### config.mk
export PLATFORM = sky130hd
export DESIGN_NAME = bounded_list_store_engine_flat
export DESIGN_NICKNAME = d
export VERILOG_FILES = /design/src/rtl/blse_pkg.sv /design/src/rtl/blse_cmd_if.sv /design/src/rtl/blse_rsp_if.sv /design/src/rtl/blse_front.sv /design/src/rtl/blse_queue.sv /design/src/rtl/blse_back.sv /design/src/rtl/bounded_list_store_engine.sv /design/src/flat_wrapper.sv
export SDC_FILE = /design/constraint.sdc
export NUM_CORES = 2
export LEC_CHECK = 0
export BUFFER_PORTS_ARGS = -buffer_cell sky130_fd_sc_hd__buf_4
export CAP_MARGIN = 25
export CORE_MARGIN = 4
export CORE_UTILIZATION = 35
export CTS_CLUSTER_DIAMETER = 100
export CTS_CLUSTER_SIZE = 12
export DETAILED_ROUTE_END_ITERATION = 7
export GPL_TIMING_DRIVEN = 0
export PLACE_DENSITY = 0.57
export RECOVER_POWER = 50
export REMOVE_ABC_BUFFERS = 1
export SLEW_MARGIN = 15
export SYNTH_ARGS = -nofsm -noshare
export SYNTH_HDL_FRONTEND = slang
export SYNTH_SLANG_ARGS = --single-unit
### constraint.sdc
create_clock -name i_clk -period 5.3 [get_ports i_clk]
set_input_delay 1.06 -clock i_clk [delete_from_list [all_inputs] [get_ports i_clk]]
set_output_delay 1.06 -clock i_clk [all_outputs]
set_load 0.1 [all_outputs]
### src/rtl/blse_pkg.sv
// Shared types and constants for the bounded list store engine.
// No dependencies; every other file of the block depends on this package.
package blse_pkg;

    localparam int CAPACITY    = 64;
    localparam int STORE_DEPTH = 64;
    localparam int STORE_AW    = 6;
    localparam int COUNT_W     = 7;
    localparam int ACTION_W    = 3;
    localparam int DATA_W      = 32;
    localparam int KIND_W      = 2;
    localparam int QUEUE_DEPTH = 4;
    localparam int QUEUE_AW    = 2;
    localparam int QUEUE_CW    = 3;

    // Action codes on the request channel
    localparam logic [ACTION_W-1:0] ACT_INSERT  = 3'd0;
    localparam logic [ACTION_W-1:0] ACT_DELETE  = 3'd1;
    localparam logic [ACTION_W-1:0] ACT_FIND    = 3'd2;
    localparam logic [ACTION_W-1:0] ACT_SIZE    = 3'd3;
    localparam logic [ACTION_W-1:0] ACT_REVERSE = 3'd4;
    localparam logic [ACTION_W-1:0] ACT_LIST    = 3'd5;

    typedef enum logic [2:0] {
        OP_INSERT,
        OP_DELETE,
        OP_FIND,
        OP_SIZE,
        OP_REVERSE,
        OP_LIST
    } t_op;

    typedef enum logic [KIND_W-1:0] {
        KIND_FIND    = 2'd0,
        KIND_SIZE    = 2'd1,
        KIND_ENTRY   = 2'd2,
        KIND_REFUSED = 2'd3
    } t_kind;

    typedef struct packed {
        t_op               op;
        logic [DATA_W-1:0] value;
    } t_req;

    typedef struct packed {
        t_kind              kind;
        logic               found;
        logic [COUNT_W-1:0] count;
        logic [DATA_W-1:0]  item;
        logic               last;
    } t_rsp;

    typedef enum logic [1:0] {
        ST_IDLE,
        ST_WALK,
        ST_RESP
    } t_state;

endpackage

### src/rtl/blse_cmd_if.sv
// Request channel of the bounded list store engine: valid/ready plus action and value.
// Depends on blse_pkg for field widths.
interface blse_cmd_if;
    logic                                valid;
    logic                                ready;
    logic [blse_pkg::ACTION_W-1:0]       action;
    logic signed [blse_pkg::DATA_W-1:0]  value;

    modport source (output valid, output action, output value, input ready);
    modport sink   (input valid, input action, input value, output ready);
endinterface

### src/rtl/blse_rsp_if.sv
// Result channel of the bounded list store engine: valid/ready plus result fields.
// Depends on blse_pkg for field widths.
interface blse_rsp_if;
    logic                                valid;
    logic                                ready;
    logic [blse_pkg::KIND_W-1:0]         kind;
    logic                                found;
    logic [blse_pkg::COUNT_W-1:0]        count;
    logic signed [blse_pkg::DATA_W-1:0]  item;
    logic                                last;

    modport source (output valid, output kind, output found, output count,
                    output item, output last, input ready);
    modport sink   (input valid, input kind, input found, input count,
                    input item, input last, output ready);
endinterface

### src/rtl/blse_front.sv
// Front end: accepts requests, decodes the action and registers the decoded request.
// Depends on blse_pkg and blse_cmd_if; feeds blse_queue.
module blse_front (
    input  logic               i_clk,
    input  logic               i_rst_n,
    blse_cmd_if.sink           i_cmd,
    output logic               o_req_valid,
    input  logic               i_req_ready,
    output blse_pkg::t_req     o_req
);
    import blse_pkg::*;

    logic r_v;
    t_req r_req;
    logic n_v;
    t_req n_req;
    logic accept;
    logic keep;
    t_op  dec_op;

    assign i_cmd.ready = !r_v || i_req_ready;
    assign accept      = i_cmd.valid && i_cmd.ready;

    always_comb begin
        keep   = 1'b1;
        dec_op = OP_INSERT;
        unique case (i_cmd.action)
            ACT_INSERT:  dec_op = OP_INSERT;
            ACT_DELETE:  dec_op = OP_DELETE;
            ACT_FIND:    dec_op = OP_FIND;
            ACT_SIZE:    dec_op = OP_SIZE;
            ACT_REVERSE: dec_op = OP_REVERSE;
            ACT_LIST:    dec_op = OP_LIST;
            // unused codes are taken and dropped
            default:     keep = 1'b0;
        endcase
    end

    always_comb begin
        n_v   = r_v;
        n_req = r_req;
        if (accept) begin
            n_v   = keep;
            n_req = '{op: dec_op, value: i_cmd.value};
        end else if (i_req_ready) begin
            n_v = 1'b0;
        end
    end

    always_ff @(posedge i_clk) begin
        if (!i_rst_n) begin
            r_v <= 1'b0;
        end else begin
            r_v <= n_v;
        end
    end

    always_ff @(posedge i_clk) begin
        r_req <= n_req;
    end

    assign o_req_valid = r_v;
    assign o_req       = r_req;

endmodule

### src/rtl/blse_queue.sv
// Short request queue between the front end and the list engine.
// Depends on blse_pkg for the request type and depth.
module blse_queue (
    input  logic               i_clk,
    input  logic               i_rst_n,
    input  logic               i_push_valid,
    output logic               o_push_ready,
    input  blse_pkg::t_req     i_push,
    output logic               o_pop_valid,
    input  logic               i_pop_ready,
    output blse_pkg::t_req     o_pop
);
    import blse_pkg::*;

    t_req                r_slot [QUEUE_DEPTH];
    logic [QUEUE_AW-1:0] r_wp;
    logic [QUEUE_AW-1:0] r_rp;
    logic [QUEUE_CW-1:0] r_cnt;
    logic                push;
    logic                pop;

    assign o_push_ready = (r_cnt != QUEUE_CW'(QUEUE_DEPTH));
    assign o_pop_valid  = (r_cnt != '0);
    assign push         = i_push_valid && o_push_ready;
    assign pop          = o_pop_valid && i_pop_ready;
    assign o_pop        = r_slot[r_rp];

    always_ff @(posedge i_clk) begin
        if (!i_rst_n) begin
            r_wp  <= '0;
            r_rp  <= '0;
            r_cnt <= '0;
        end else begin
            if (push) begin
                r_wp <= r_wp + QUEUE_AW'(1);
            end
            if (pop) begin
                r_rp <= r_rp + QUEUE_AW'(1);
            end
            case ({push, pop})
                2'b10:   r_cnt <= r_cnt + QUEUE_CW'(1);
                2'b01:   r_cnt <= r_cnt - QUEUE_CW'(1);
                default: r_cnt <= r_cnt;
            endcase
        end
    end

    always_ff @(posedge i_clk) begin
        if (push) begin
            r_slot[r_wp] <= i_push;
        end
    end

    a_cnt_bound: assert property (@(posedge i_clk) disable iff (!i_rst_n)
        r_cnt <= QUEUE_CW'(QUEUE_DEPTH))
        else $error("queue fill above depth");

    a_cnt_up: assert property (@(posedge i_clk) disable iff (!i_rst_n)
        (push && !pop) |=> (r_cnt == $past(r_cnt) + QUEUE_CW'(1)))
        else $error("queue fill did not follow a push");

    a_ptr_gap: assert property (@(posedge i_clk) disable iff (!i_rst_n)
        (r_cnt == '0 || r_cnt == QUEUE_CW'(QUEUE_DEPTH)) |-> (r_wp == r_rp))
        else $error("queue pointers disagree with fill");

endmodule

### src/rtl/blse_back.sv
// List engine: circular entry store with head pointer and direction, walks for
// delete, find and list, output register towards the result channel.
// Depends on blse_pkg and blse_rsp_if; fed by blse_queue.
module blse_back (
    input  logic               i_clk,
    input  logic               i_rst_n,
    input  logic               i_req_valid,
    output logic               o_req_ready,
    input  blse_pkg::t_req     i_req,
    blse_rsp_if.source         o_rsp
);
    import blse_pkg::*;

    // Entry store: logical position p sits at r_head + p (or r_head - p when reversed)
    logic [DATA_W-1:0]   mem [STORE_DEPTH];
    logic [DATA_W-1:0]   r_rd_data;

    t_state              r_state, n_state;
    logic [STORE_AW-1:0] r_head, n_head;
    logic                r_dir, n_dir;
    logic [COUNT_W-1:0]  r_count, n_count;
    logic [COUNT_W-1:0]  r_idx, n_idx;
    logic [COUNT_W-1:0]  r_wr, n_wr;
    logic                r_s1_v, n_s1_v;
    logic                r_s1_last, n_s1_last;
    logic                r_hit, n_hit;
    t_op                 r_op, n_op;
    logic [DATA_W-1:0]   r_val, n_val;
    t_rsp                r_resp, n_resp;
    logic                r_out_v, n_out_v;
    t_rsp                r_out, n_out;

    logic                out_free;
    logic                s1_take;
    logic                rd_en;
    logic [STORE_AW-1:0] rd_addr;
    logic                we;
    logic [STORE_AW-1:0] wa;
    logic [DATA_W-1:0]   wd;

    function automatic logic [STORE_AW-1:0] f_phys(input logic [STORE_AW-1:0] head,
                                                   input logic dir,
                                                   input logic [STORE_AW-1:0] pos);
        f_phys = dir ? (head - pos) : (head + pos);
    endfunction

    always_comb begin
        out_free = !r_out_v || o_rsp.ready;
        s1_take  = r_s1_v && ((r_op != OP_LIST) || out_free);
        rd_en    = (r_state == ST_WALK) && (r_idx != r_count) && (!r_s1_v || s1_take);
        rd_addr  = f_phys(r_head, r_dir, r_idx[STORE_AW-1:0]);

        n_state   = r_state;
        n_head    = r_head;
        n_dir     = r_dir;
        n_count   = r_count;
        n_idx     = r_idx;
        n_wr      = r_wr;
        n_hit     = r_hit;
        n_op      = r_op;
        n_val     = r_val;
        n_resp    = r_resp;
        n_s1_v    = r_s1_v;
        n_s1_last = r_s1_last;
        n_out_v   = r_out_v && !o_rsp.ready;
        n_out     = r_out;
        we        = 1'b0;
        wa        = f_phys(r_head, r_dir, r_wr[STORE_AW-1:0]);
        wd        = r_rd_data;
        o_req_ready = 1'b0;

        // read issue stage
        if (rd_en) begin
            n_idx     = r_idx + COUNT_W'(1);
            n_s1_v    = 1'b1;
            n_s1_last = (r_idx == r_count - COUNT_W'(1));
        end else if (s1_take) begin
            n_s1_v = 1'b0;
        end

        // read data stage
        if (s1_take) begin
            case (r_op)
                OP_DELETE: begin
                    // keep unequal entries, compacted towards the head
                    if (r_rd_data != r_val) begin
                        we   = 1'b1;
                        n_wr = r_wr + COUNT_W'(1);
                    end
                end
                OP_FIND: begin
                    if (r_rd_data == r_val) begin
                        n_hit = 1'b1;
                    end
                end
                OP_LIST: begin
                    n_out_v = 1'b1;
                    n_out   = '{kind: KIND_ENTRY, found: 1'b0, count: '0,
                                item: r_rd_data, last: r_s1_last};
                end
                default: ;
            endcase
        end

        unique case (r_state)
            ST_IDLE: begin
                o_req_ready = 1'b1;
                if (i_req_valid) begin
                    n_op  = i_req.op;
                    n_val = i_req.value;
                    n_idx = '0;
                    n_wr  = '0;
                    n_hit = 1'b0;
                    unique case (i_req.op)
                        OP_INSERT: begin
                            if (r_count >= COUNT_W'(CAPACITY)) begin
                                n_resp  = '{kind: KIND_REFUSED, found: 1'b0, count: '0,
                                            item: '0, last: 1'b1};
                                n_state = ST_RESP;
                            end else begin
                                // step the head back one place and write there
                                n_head  = r_dir ? (r_head + STORE_AW'(1))
                                                : (r_head - STORE_AW'(1));
                                we      = 1'b1;
                                wa      = n_head;
                                wd      = i_req.value;
                                n_count = r_count + COUNT_W'(1);
                            end
                        end
                        OP_SIZE: begin
                            n_resp  = '{kind: KIND_SIZE, found: 1'b0, count: r_count,
                                        item: '0, last: 1'b1};
                            n_state = ST_RESP;
                        end
                        OP_REVERSE: begin
                            if (r_count != '0) begin
                                n_head = f_phys(r_head, r_dir,
                                                r_count[STORE_AW-1:0] - STORE_AW'(1));
                                n_dir  = !r_dir;
                            end
                        end
                        OP_DELETE, OP_LIST: begin
                            if (r_count != '0) begin
                                n_state = ST_WALK;
                            end
                        end
                        OP_FIND: begin
                            if (r_count != '0) begin
                                n_state = ST_WALK;
                            end else begin
                                n_resp  = '{kind: KIND_FIND, found: 1'b0, count: '0,
                                            item: '0, last: 1'b1};
                                n_state = ST_RESP;
                            end
                        end
                        default: ;
                    endcase
                end
            end
            ST_WALK: begin
                if ((r_idx == r_count) && !r_s1_v) begin
                    n_state = ST_IDLE;
                    if (r_op == OP_DELETE) begin
                        n_count = r_wr;
                    end else if (r_op == OP_FIND) begin
                        n_resp  = '{kind: KIND_FIND, found: r_hit, count: '0,
                                    item: '0, last: 1'b1};
                        n_state = ST_RESP;
                    end
                end
            end
            ST_RESP: begin
                if (out_free) begin
                    n_out_v = 1'b1;
                    n_out   = r_resp;
                    n_state = ST_IDLE;
                end
            end
            default: n_state = ST_IDLE;
        endcase
    end

    always_ff @(posedge i_clk) begin
        if (!i_rst_n) begin
            r_state <= ST_IDLE;
            r_head  <= '0;
            r_dir   <= 1'b0;
            r_count <= '0;
            r_idx   <= '0;
            r_wr    <= '0;
            r_s1_v  <= 1'b0;
            r_out_v <= 1'b0;
        end else begin
            r_state <= n_state;
            r_head  <= n_head;
            r_dir   <= n_dir;
            r_count <= n_count;
            r_idx   <= n_idx;
            r_wr    <= n_wr;
            r_s1_v  <= n_s1_v;
            r_out_v <= n_out_v;
        end
    end

    always_ff @(posedge i_clk) begin
        r_s1_last <= n_s1_last;
        r_hit     <= n_hit;
        r_op      <= n_op;
        r_val     <= n_val;
        r_resp    <= n_resp;
        r_out     <= n_out;
    end

    // hold read data while the data stage is stalled
    always_ff @(posedge i_clk) begin
        if (we) begin
            mem[wa] <= wd;
        end
        if (rd_en) begin
            r_rd_data <= mem[rd_addr];
        end
    end

    assign o_rsp.valid = r_out_v;
    assign o_rsp.kind  = r_out.kind;
    assign o_rsp.found = r_out.found;
    assign o_rsp.count = r_out.count;
    assign o_rsp.item  = r_out.item;
    assign o_rsp.last  = r_out.last;

    a_count_bound: assert property (@(posedge i_clk) disable iff (!i_rst_n)
        r_count <= COUNT_W'(CAPACITY))
        else $error("entry count above capacity");

    a_s1_in_walk: assert property (@(posedge i_clk) disable iff (!i_rst_n)
        r_s1_v |-> (r_state == ST_WALK))
        else $error("read data pending outside a walk");

    a_wr_behind: assert property (@(posedge i_clk) disable iff (!i_rst_n)
        (r_state == ST_WALK) |-> ((r_wr <= r_idx) && (r_idx <= r_count)))
        else $error("delete write position overtook read position");

endmodule

### src/rtl/bounded_list_store_engine.sv
// Top level of the bounded list store engine: front end, request queue and list engine.
// Depends on blse_pkg, blse_cmd_if, blse_rsp_if, blse_front, blse_queue, blse_back.
//
//  port      dir  payload                          handshake
//  i_cmd     in   action[2:0], value[31:0] signed   valid/ready
//  o_rsp     out  kind, found, count, item, last    valid/ready
//
// Insert, size and reverse are handled without a walk; delete, find and list walk the
// entries held, set by the single read port of the entry store, one entry per cycle
// while the result channel does not stall a list walk.
// Requests queue up in front (four deep plus one decode register) while the engine works.
// Reset is synchronous and active low; it empties the list, no clearing pass.
// A stalled result channel holds a list walk in place without losing entries.
module bounded_list_store_engine (
    input  logic       i_clk,
    input  logic       i_rst_n,
    blse_cmd_if.sink   i_cmd,
    blse_rsp_if.source o_rsp
);
    import blse_pkg::*;

    logic f_valid;
    logic f_ready;
    t_req f_req;
    logic q_valid;
    logic q_ready;
    t_req q_req;

    blse_front u_front (
        .i_clk       (i_clk),
        .i_rst_n     (i_rst_n),
        .i_cmd       (i_cmd),
        .o_req_valid (f_valid),
        .i_req_ready (f_ready),
        .o_req       (f_req)
    );

    blse_queue u_queue (
        .i_clk        (i_clk),
        .i_rst_n      (i_rst_n),
        .i_push_valid (f_valid),
        .o_push_ready (f_ready),
        .i_push       (f_req),
        .o_pop_valid  (q_valid),
        .i_pop_ready  (q_ready),
        .o_pop        (q_req)
    );

    blse_back u_back (
        .i_clk       (i_clk),
        .i_rst_n     (i_rst_n),
        .i_req_valid (q_valid),
        .o_req_ready (q_ready),
        .i_req       (q_req),
        .o_rsp       (o_rsp)
    );

endmodule

### src/flat_wrapper.sv
// flat-port wrapper written by rule: the top's interface ports become plain ports
module bounded_list_store_engine_flat import blse_pkg::*;
  (i_clk, i_rst_n, i_cmd_valid, i_cmd_action, i_cmd_value, i_cmd_ready, o_rsp_valid, o_rsp_kind, o_rsp_found, o_rsp_count, o_rsp_item, o_rsp_last, o_rsp_ready);
  blse_cmd_if i_cmd_i ();
  blse_rsp_if o_rsp_i ();
  input  logic i_clk;
  input  logic i_rst_n;
  input wire logic [$bits(i_cmd_i.valid)-1:0] i_cmd_valid;
  input wire logic [$bits(i_cmd_i.action)-1:0] i_cmd_action;
  input wire logic [$bits(i_cmd_i.value)-1:0] i_cmd_value;
  output wire logic [$bits(i_cmd_i.ready)-1:0] i_cmd_ready;
  output wire logic [$bits(o_rsp_i.valid)-1:0] o_rsp_valid;
  output wire logic [$bits(o_rsp_i.kind)-1:0] o_rsp_kind;
  output wire logic [$bits(o_rsp_i.found)-1:0] o_rsp_found;
  output wire logic [$bits(o_rsp_i.count)-1:0] o_rsp_count;
  output wire logic [$bits(o_rsp_i.item)-1:0] o_rsp_item;
  output wire logic [$bits(o_rsp_i.last)-1:0] o_rsp_last;
  input wire logic [$bits(o_rsp_i.ready)-1:0] o_rsp_ready;
  assign i_cmd_i.valid = i_cmd_valid;
  assign i_cmd_i.action = i_cmd_action;
  assign i_cmd_i.value = i_cmd_value;
  assign i_cmd_ready = i_cmd_i.ready;
  assign o_rsp_valid = o_rsp_i.valid;
  assign o_rsp_kind = o_rsp_i.kind;
  assign o_rsp_found = o_rsp_i.found;
  assign o_rsp_count = o_rsp_i.count;
  assign o_rsp_item = o_rsp_i.item;
  assign o_rsp_last = o_rsp_i.last;
  assign o_rsp_i.ready = o_rsp_ready;
  bounded_list_store_engine u_core (.i_clk(i_clk), .i_rst_n(i_rst_n), .i_cmd(i_cmd_i), .o_rsp(o_rsp_i));
endmodule
==> summary.md <==
| Metric | Value |
|---|---|
| Setup Skew | `0.0397 ns` |
| Post-detail-place hpwl | `147000 um` |
| Critical Path AT | `5.96 ns` |
| Crit path time final | `5.42 ns` |
| DRC Markers | `0` |
| Die area | `272000 um2` |
| Max_cap viols | `5` |
| Largest net degree at the start of global routing | `56` |
| Clk buf depth | `3` |
| Top_reg_cell synth | `edfxtp_1` |
| Synth Register Bits | `2387` |
| Pwr dens | `442 nW/um2` |
| Nets@finish | `4504` |
| Max FO, Critical Path | `47` |
| Max transition margin | `-0.292` |
| Mapped Cells | `4055` |
| I/O pin count | `84` |
| Wire per inst | `28.2 um` |
| Count of cell types in the netlist | `64` |
| Worst slew pin tran | `1.94 ns` |
| CTS sink cnt | `2387` |
| Final Hold Viols | `0` |
| Max Fclk | `185 MHz` |
| Max Slew Vio Count | `134` |
| Iter 0 DRT Violations | `4888` |
| Core area | `263000 um2` |
| Worst Setup End Kind | `register` |
| CTS Hold Buffers Added | `0` |
| Avg Inst Size Synth | `22.8 um2` |
| Antenna Nets Post-Route | `0` |
| Tightest Hold Check Type | `input port to register` |
| Remaining global-route overflow | `0` |
| All-Layer GR Usage | `0.164` |
| # port buffers | `83` |
| Share of cells above drive strength 1 | `0.309` |
| CTS root buf | `clkbuf_16` |
| Vias | `43000` |
| Critical path launch point type | `register` |
| Fill cell count | `22600` |
| Worst Path Required | `5.84 ns` |
| Clock Latency Late Sink | `0.85 ns` |
| Final period util | `1.02` |
| Max IR drop VDD | `454 uV` |
| Routability congestion estimate | `0.761` |
| Drt total wl | `226000 um` |
| Initial Util | `0.352` |
| TritonRoute pass-1 iters | `5` |
| CTS H-tree depth | `4` |
| Final Cell Area | `108000 um2` |
| Row count | `188` |
| Leak pwr | `34.1 nW` |
| Die Width | `522 um` |
| Tightest hold margin | `0.407 ns` |
| Simple-gate portion of the synthesized area | `0.0184` |
| Seq/Total Area, Yosys | `0.766` |
| Initial antenna violation count | `5` |
| Main combinational cell family by area after synthesis | `multiplexers` |
| Synth Area in Compound Gates | `0.00953` |
| Via-to-Cell Ratio | `5.38` |
| # setup viols final | `76` |
| Status | `finished with violations` |
| Async SR Flop Fraction | `0` |
| Num CTS Buffers | `218` |
| First-pass GRT wire length | `324000 um` |
| Final setup margin | `-0.120 ns` |
| Area after DPL | `102000 um2` |
| DIE HEIGHT | `522 um` |
| Post-Synth XOR/XNOR Area | `0.00891` |
| Critical path class | `register to register` |
| EDFF count, synth | `2301` |
| Area Growth Syn to Fin | `17.2%` |
| Fraction of the mapped netlist area in adder cells | `0.00623` |
| Multiplexer share of the synthesized area | `0.180` |
| Reg clk slew, reported paths | `0.06 ns` |
| RSZ-0062 raised after global routing | `yes` |
| Failing checks | `capacitance limit, slew limit, setup timing` |
| Synthesis Warnings | `0` |
| Synthesized area | `92400 um2` |
| Vias in the first global route | `43600` |
| CTS tree | `built` |
==> sequential cells by signal, indices dropped and copies added, names as in the netlist, 2 cells and up, named ones only <==
register and flops:
u_core.u_back.r_resp 10, u_core.u_back.r_op 3, u_core.u_back.r_count 7, u_core.u_back.r_wr 7, u_core.u_queue.r_wp 2, u_core.u_back.o_rsp.kind 2, u_core.u_back.r_idx 7, u_core.u_back.r_head 6
u_core.u_back.r_val 32, u_core.u_back.r_state 2, u_core.u_back.mem 2048, u_core.u_back.o_rsp.count 7, u_core.u_queue.r_rp 2, u_core.u_queue.r_slot 140, u_core.u_back.r_rd_data 32, u_core.u_queue.r_cnt 3
u_core.u_front.o_req 35, u_core.u_back.o_rsp.item 32
==> report_power, final <==
group | internal, W | switching (W) | total, W
Combinational | 0.00521 | 0.00677 | 0.0120
Clock | 0.00748 | 0.00651 | 0.0140
Sequential | 0.0217 | 0.000247 | 0.0219
==> cells in the mapped netlist, types with 38 or more instances <==
library cell,n,share of area
edfxtp_1,2301,0.75
dfxtp_1,86,0.019
ha_1,38,0.0051
xnor2_1,39,0.0037
nor2_1,98,0.0040
clkbuf_1,140,0.0057
xor2_1,55,0.0052
mux2i_1,105,0.011
buf_1,40,0.0016
mux4_2,675,0.16
nand2_1,95,0.0039
a21oi_1,66,0.0036
==> final cells by class <==
type / instances / area, um2 / share of cell area
timing repair buffer: 352 / 5860 / 0.0541
tap: 3515 / 4400 / 0.0406
sequential: 2387 / 70800 / 0.654
clock inverter: 14 / 203 / 0.00187
clock buffer: 270 / 5710 / 0.0527
inverter: 34 / 129 / 0.00119
multi-input combinational: 1429 / 21200 / 0.196
antenna: 1 / 2.50 / 0.0000231
==> stage by stage <==
step           setup TNS [ns]  setup slack [ns]  std cells  total power, W   util
3_3_place_gp         -9976.72            -28.00       7448          0.0324  0.368
5_1_grt                -31.24            -0.253       8002          0.0497  0.413
6_report                -5.93            -0.120       8002          0.0479  0.413
4_1_cts                 -5.13           -0.0942       7988          0.0482  0.413
3_5_place_dp           -14.49            -0.222       7693          0.0342  0.390
2_1_floorplan         -872.66            -16.15       3850          0.0315      -
==> worst max-delay path: stages (launching register included) <==
cell and delay [ns]:
dfxtp_4 0.53, mux4_2 0.66, nor4_4 0.35, and2_4 0.70, mux2i_1 0.63, nand3_1 0.88
nor2_4 0.81, buf_12 0.26, buf_16 0.19
==> cells by family after synthesis <==
family,after synthesis
mux,817
compound gates,137
buf+inv,239
fa+ha+maj,43
xor+xnor,94
flops,2387
simple gates,338
==> metal layers <==
| layer | vias up | share of wire | GRT usage |
|---|---|---|---|
| li1 | 17700 | - | - |
| met1 | 23600 | 0.44 | 0.236 |
| met2 | 1492 | 0.48 | 0.264 |
| met3 | 303 | 0.060 | 0.0274 |
| met4 | 2 | 0.019 | 0.0375 |
| met5 | - | 0.000058 | 0 |
==> what timing repair did <==
action	in CTS	in global routing
setup buffers	11	10
pin swaps	4	4
resized for setup	4	13
endpoints found under the setup margin	160	367
==> cell usage in the layout, fill, tap and decap left out, drive strengths merged, types with 9 or more instances in the layout <==
cell type  netlist  layout
nor2           130     130
and2            15      15
clkbuf         140     315
mux4           675     675
ha              38      38
nor3            11      11
dfxtp           86      86
nor4            14      14
xor2            55      55
edfxtp        2301    2301
a22o             9       9
a21oi           66      66
inv             33      43
nand3           27      27
xnor2           39      39
nand2           96      96
mux2i          106     106
or3             10      10
buf             65     307
mux2            36      36
o21ai           17      17
==> final timing paths <==
check	endpoint	depth (start not counted)	slack [ns]	from
max	u_core.u_back.mem[33][15]$_DFFE_PP_	8	-0.12	register
min	u_core.u_front.o_req[21]$_DFFE_PP_	1	0.41	i_cmd_value[21]
max reg2reg	u_core.u_back.mem[33][15]$_DFFE_PP_	8	-0.12	register
min reg2reg	u_core.u_back.o_rsp.kind[0]$_DFF_P_	2	0.44	u_core.u_back.r_resp[41]$_SDFFCE_PP0P_
No activity file was read; power rests on OpenSTA's default activity.
